## config.mk

```make
export PLATFORM = sky130hd
export DESIGN_NAME = tcm_divider
export DESIGN_NICKNAME = d
export VERILOG_FILES = /design/src/sv/tcm_pkg.sv /design/src/sv/tcm_divider.sv
export SDC_FILE = /design/constraint.sdc
export NUM_CORES = 1
export LEC_CHECK = 0
export BUFFER_PORTS_ARGS = -buffer_cell sky130_fd_sc_hd__buf_2
export CORE_MARGIN = 1
export CORE_UTILIZATION = 53
export CTS_CLUSTER_SIZE = 16
export DETAILED_ROUTE_END_ITERATION = 7
export HOLD_SLACK_MARGIN = 0.03
export PLACE_DENSITY = 0.88
export SLEW_MARGIN = 10
export SYNTH_ARGS = -nofsm -noshare
export SYNTH_HDL_FRONTEND = slang
export SYNTH_SLANG_ARGS = --single-unit
```

## constraint.sdc

```tcl
create_clock -name clk_i -period 4.8 [get_ports clk_i]
set_input_delay 0.48 -clock clk_i [delete_from_list [all_inputs] [get_ports clk_i]]
set_output_delay 0.48 -clock clk_i [all_outputs]
set_load 0.01 [all_outputs]
```

## src/sv/tcm_pkg.sv

```systemverilog
`default_nettype none
// ----------------------------------------------------------------------------
// tcm_pkg: shared types and constants of the transaction contention manager
// Field widths, operation and register codes, controller states and the
// status word of the remainder unit.
// ----------------------------------------------------------------------------
package tcm_pkg;

  localparam int unsigned OP_W        = 2;
  localparam int unsigned THREAD_W    = 7;
  localparam int unsigned DRAW_W      = 31;
  localparam int unsigned STAMP_OUT_W = 32;
  localparam int unsigned WCOUNT_W    = 16;
  localparam int unsigned ACOUNT_W    = 8;
  localparam int unsigned BACKOFF_W   = 24;
  localparam int unsigned CFG_IDX_W   = 2;
  localparam int unsigned CFG_DATA_W  = 16;

  // remainder unit: dividend padded to an even width, two bits per cycle
  localparam int unsigned DIV_NUM_W   = DRAW_W + 1;
  localparam int unsigned DIV_STEPS   = DIV_NUM_W / 2;
  localparam int unsigned DIV_CNT_W   = $clog2(DIV_STEPS);

  localparam logic [WCOUNT_W-1:0]   WCOUNT_MAX    = '1;
  localparam logic [CFG_DATA_W-1:0] THRESHOLD_RST = 16'd4;
  localparam logic [ACOUNT_W-1:0]   LIMIT_RST     = 8'd8;
  localparam logic [CFG_DATA_W-1:0] WMULT_RST     = 16'd64;

  typedef enum logic [OP_W-1:0] {
    OP_START    = 2'd0,
    OP_WRITE    = 2'd1,
    OP_ROLLBACK = 2'd2,
    OP_PROBE    = 2'd3
  } tcm_op_e;

  typedef enum logic [CFG_IDX_W-1:0] {
    CFG_THRESHOLD   = 2'd0,
    CFG_ABORT_LIMIT = 2'd1,
    CFG_WAIT_MULT   = 2'd2
  } tcm_cfg_e;

  typedef enum logic [2:0] {
    ST_CLEAR,
    ST_IDLE,
    ST_READ,
    ST_DIV,
    ST_OUT
  } tcm_state_e;

  typedef struct packed {
    logic busy;
    logic done;
  } tcm_div_status_t;

endpackage
`default_nettype wire

```

## src/sv/tcm_divider.sv

```systemverilog
`default_nettype none
// ----------------------------------------------------------------------------
// tcm_divider: iterative remainder unit
// Restoring division, two quotient bits per cycle; a zero divisor gives 0.
// ----------------------------------------------------------------------------
module tcm_divider import tcm_pkg::*; (
  input  logic                 clk_i,
  input  logic                 rst_ni,
  input  logic                 start_i,
  input  logic [DRAW_W-1:0]    dividend_i,
  input  logic [BACKOFF_W-1:0] divisor_i,
  output tcm_div_status_t      status_o,
  output logic [BACKOFF_W-1:0] rem_o
);

  logic                 active_q, active_d;
  logic                 done_q, done_d;
  logic [DIV_CNT_W-1:0] cnt_q, cnt_d;
  logic [DIV_NUM_W-1:0] num_q, num_d;
  logic [BACKOFF_W-1:0] rem_q, rem_d;
  logic [BACKOFF_W-1:0] dvs_q, dvs_d;
  logic [BACKOFF_W-1:0] rem_mid;

  function automatic logic [BACKOFF_W-1:0] rem_step(input logic [BACKOFF_W-1:0] r,
                                                     input logic                 b,
                                                     input logic [BACKOFF_W-1:0] d);
    logic [BACKOFF_W:0] sh;
    sh = {r, b};
    if (sh >= {1'b0, d}) begin
      sh = sh - {1'b0, d};
    end
    return sh[BACKOFF_W-1:0];
  endfunction

  always_comb begin
    active_d = active_q;
    done_d   = 1'b0;
    cnt_d    = cnt_q;
    num_d    = num_q;
    rem_d    = rem_q;
    dvs_d    = dvs_q;
    rem_mid  = rem_step(rem_q, num_q[DIV_NUM_W-1], dvs_q);
    if (start_i) begin
      active_d = 1'b1;
      cnt_d    = '0;
      num_d    = {1'b0, dividend_i};
      rem_d    = '0;
      dvs_d    = divisor_i;
    end else if (active_q) begin
      rem_d = rem_step(rem_mid, num_q[DIV_NUM_W-2], dvs_q);
      num_d = num_q << 2;
      cnt_d = cnt_q + DIV_CNT_W'(1);
      if (cnt_q == DIV_CNT_W'(DIV_STEPS - 1)) begin
        active_d = 1'b0;
        done_d   = 1'b1;
      end
    end
  end

  always_ff @(posedge clk_i or negedge rst_ni) begin
    if (!rst_ni) begin
      active_q <= 1'b0;
      done_q   <= 1'b0;
      cnt_q    <= '0;
    end else begin
      active_q <= active_d;
      done_q   <= done_d;
      cnt_q    <= cnt_d;
    end
  end

  always_ff @(posedge clk_i) begin
    num_q <= num_d;
    rem_q <= rem_d;
    dvs_q <= dvs_d;
  end

  assign status_o.busy = active_q;
  assign status_o.done = done_q;
  assign rem_o         = (dvs_q == '0) ? '0 : rem_q;

endmodule
`default_nettype wire

```

==> results.json <==
{
  "status": "finished, violations left",
  "violations": "DRC, setup timing",
  "cts.sinks": 86,
  "switching_share": 0.4622,
  "seqPwrFrac": 0.134,
  "skew_ns": 0.01767,
  "pre_cts_slack_ns": -0.3935,
  "rsz0062_at_grt": "true",
  "fillerInstances": 657,
  "htreeDepth": 3,
  "cap_violations": 0,
  "synth_most_common_cell": "nor2_1",
  "syn_avg_cell_area_um2": 9.888,
  "path_clk_slew_ns": 0.08,
  "setup_viol": 24,
  "critPathRequiredTime_ns": 5.03,
  "p_comb_frac": 0.772,
  "cp-start-kind": "flop",
  "synth_commonest_cells": "nor2_1 (56), edfxtp_1 (55), ha_1 (49)",
  "synth.area.top_cells": "edfxtp_1 (26%), ha_1 (9.6%), dfxtp_1 (7.8%), mux2_2 (7.7%), xnor2_1 (4.1%)",
  "netlist_instances": 649,
  "final_cells": 1010,
  "rows": 39,
  "arrival_ns": 5.75,
  "num_antenna_cells": 0,
  "cp_max_fo": 5,
  "grt_pass1_wl_um": 34890,
  "slew_viol_final": 0,
  "p_int_uw": 4180,
  "tightest_slew_ns": 1.055,
  "die_h_um": 112.0,
  "yosysTopAreaCell": "edfxtp_1",
  "grt_pass1_vias": 6631,
  "path_class": "reg2reg",
  "clkPwrFrac": 0.094,
  "routed_wl_um": 26500,
  "grt_max_degree": 85,
  "start_util": 0.5526,
  "synth_edf_count": 55,
  "coreArea_um2": 11610,
  "peakVddDrop_v": 0.0003264,
  "synth_warnings": 0,
  "grt_overflow": 0,
  "synth.cell_area_um2": 6417,
  "die_area_um2": 12550,
  "finalWorstSetupSlack_ns": -0.7250,
  "wl_per_cell_um": 26.24,
  "gp_congestion": 0.9893,
  "dr.pass1.iters": 8,
  "grtUsageTotal": 0.3621,
  "clock_path_buffers": 2,
  "ant_nets": 0,
  "num_io_pins": 84,
  "die_w_um": 112.0,
  "power_uw": 7771,
  "syn2layout_area_growth_pct": 38.25,
  "synth_cell_types": 71,
  "num_vias": 6976,
  "clk-insertion-delay-late_ns": 0.35,
  "cts_inserted_buffers": 9,
  "root_buffer": "clkbuf_16",
  "hold_viol_final": 0,
  "dp_hpwl_um": 14150,
  "synth_top_area_frac": 0.2574,
  "slew_headroom": 0.2968,
  "viasPerCell": 6.907,
  "cp-end-kind": "flop",
  "port_buffers": 83,
  "synthArstFlopShare": 0.06977,
  "ys_seq_area_frac": 0.3587,
  "setup_tns_ns": -15.85,
  "syn_nets": 758,
  "max_freq_mhz": 181.0,
  "nets": 971,
  "cellLeakagePower_uw": 0.003944,
  "antenna_found_initial": 0,
  "finalCriticalPeriod_ns": 5.525,
  "hold_path_class": "in2reg",
  "drt_iter0_markers": 1059,
  "power_density_nw_per_um2": 875.9,
  "cts_tree": "yes",
  "synth_flop_cell": "edfxtp_1",
  "post-route-period-util": 1.151,
  "synth-seq-cells": 86,
  "final_layout_size_suffix_gt1_frac": 0.4314,
  "dp.cells": 963,
  "drcViolationCount": 6,
  "p_switching_uw": 3591
}
state kept, by name, indices dropped and copies added, names as in the netlist:
register,flops
done_q,1
active_q,1
cnt_q,4
num_q,32
dvs_q,24
rem_q,24
cell type report:
cell class | count | area (µm²) | share of cell area
multi-input combinational | 502 | 4408 | 0.4968
sequential | 86 | 2302 | 0.2595
timing repair buffer | 226 | 1551 | 0.1749
clock buffer | 11 | 232.7 | 0.02623
tap | 143 | 178.9 | 0.02017
inverter | 37 | 138.9 | 0.01565
clock inverter | 5 | 60.06 | 0.006769
layer usage:
metal  part of all wire  global-route usage  vias up
met5                  0                   0        -
met4               0.10              0.2400        0
met3               0.14             0.07667      277
met2               0.43              0.5876      738
met1               0.33              0.4367     3144
li1                   -                   -     2817
power by group through the flow:
| stage | clock [µW] | combinational [µW] | sequential, µW |
|---|---|---|---|
| 6_report | 730 | 6000 | 1040 |
| 5_1_grt | 757 | 6150 | 1050 |
| 4_1_cts | 716 | 4820 | 1020 |
| 2_1_floorplan | 0 | 2860 | 1010 |
| 3_3_place_gp | 0 | 4070 | 1020 |
| 3_5_place_dp | 0 | 4220 | 1030 |
cell families after synthesis:
family | count (synthesis) | synth area share
buffers and inverters | 62 | 0.04621
AO/OA/AOI/OAI | 163 | 0.1778
AND/OR/NAND/NOR | 171 | 0.1332
flip-flops | 86 | 0.3587
XOR/XNOR | 44 | 0.06005
adder cells (fa/ha/maj) | 51 | 0.1018
multiplexers | 72 | 0.1222
final timing paths:
kind,startpoint,to,slack [ns],depth (start not counted)
setup / recovery,dvs_q[10],rem_q[14],-0.73,20
min in group asynchronous,rst_ni,cnt_q[2],0.49,2
max in group asynchronous,rst_ni,active_q,4.17,2
setup reg to reg,dvs_q[10],rem_q[14],-0.73,20
hold reg to reg,num_q[29],num_q[31],0.49,2
hold / removal,divisor_i[15],dvs_q[15],0.30,1
repair_timing:
action / 4_1_cts / 5_1_grt
buffers inserted: 19 / 10
setup endpoints to repair: 24 / 24
hold buffers: 1 / 0
endpoints found under the hold margin: 6 / 0
gates cloned: 2 / 0
pin swaps: 31 / 32
resized for setup: 63 / 49
cell usage in the layout (no fill, tap or decap), types with 5 or more instances in the layout:
| master | n |
|---|---|
| inv_1 | 32 |
| dfrtp_1 | 6 |
| ha_4 | 21 |
| mux2_2 | 38 |
| xnor2_1 | 30 |
| edfxtp_1 | 55 |
| nor4_1 | 8 |
| nand3_1 | 8 |
| nor2b_1 | 28 |
| a211oi_2 | 7 |
| nor3_1 | 8 |
| a21oi_2 | 14 |
| nand2_1 | 26 |
| dfxtp_1 | 25 |
| a211oi_1 | 16 |
| o21ai_0 | 16 |
| o21a_1 | 9 |
| nand4_1 | 6 |
| mux2i_1 | 16 |
| and2_1 | 6 |
| mux2_4 | 9 |
| xor2_1 | 13 |
| nor2_1 | 54 |
| buf_2 | 83 |
| clkbuf_16 | 9 |
| a21oi_1 | 36 |
| a21o_1 | 10 |
| ha_1 | 28 |
| inv_2 | 5 |
| buf_6 | 14 |
| buf_4 | 127 |
per-stage QoR:
stage | hold slack (ns) | util | instance area, µm²
finish | 0.2962 | 0.7640 | 8872
global route | 0.2940 | 0.7640 | 8872
CTS | 0.2977 | 0.7367 | 8556
detailed placement | 0.3067 | 0.6653 | 7726
global placement | 0.3042 | 0.6653 | 7726
floorplan | 0.1844 | - | 6417
worst max-delay path, stage by stage (launching register included):
cell	delay (ns)
edfxtp_1	0.46
inv_1	0.20
ha_1	0.38
and2_1	0.25
nand3_1	0.15
o41a_1	0.44
a21oi_2	0.21
nor3_4	0.09
o21ai_4	0.10
buf_6	0.17
mux2_2	0.38
ha_4	0.25
a211oi_2	0.35
o211ai_1	0.18
a21boi_1	0.27
o21ai_0	0.22
a21o_1	0.26
a21oi_1	0.48
xor2_2	0.25
o31ai_4	0.09
a31o_1	0.20
(Power assumes the default switching activity.)
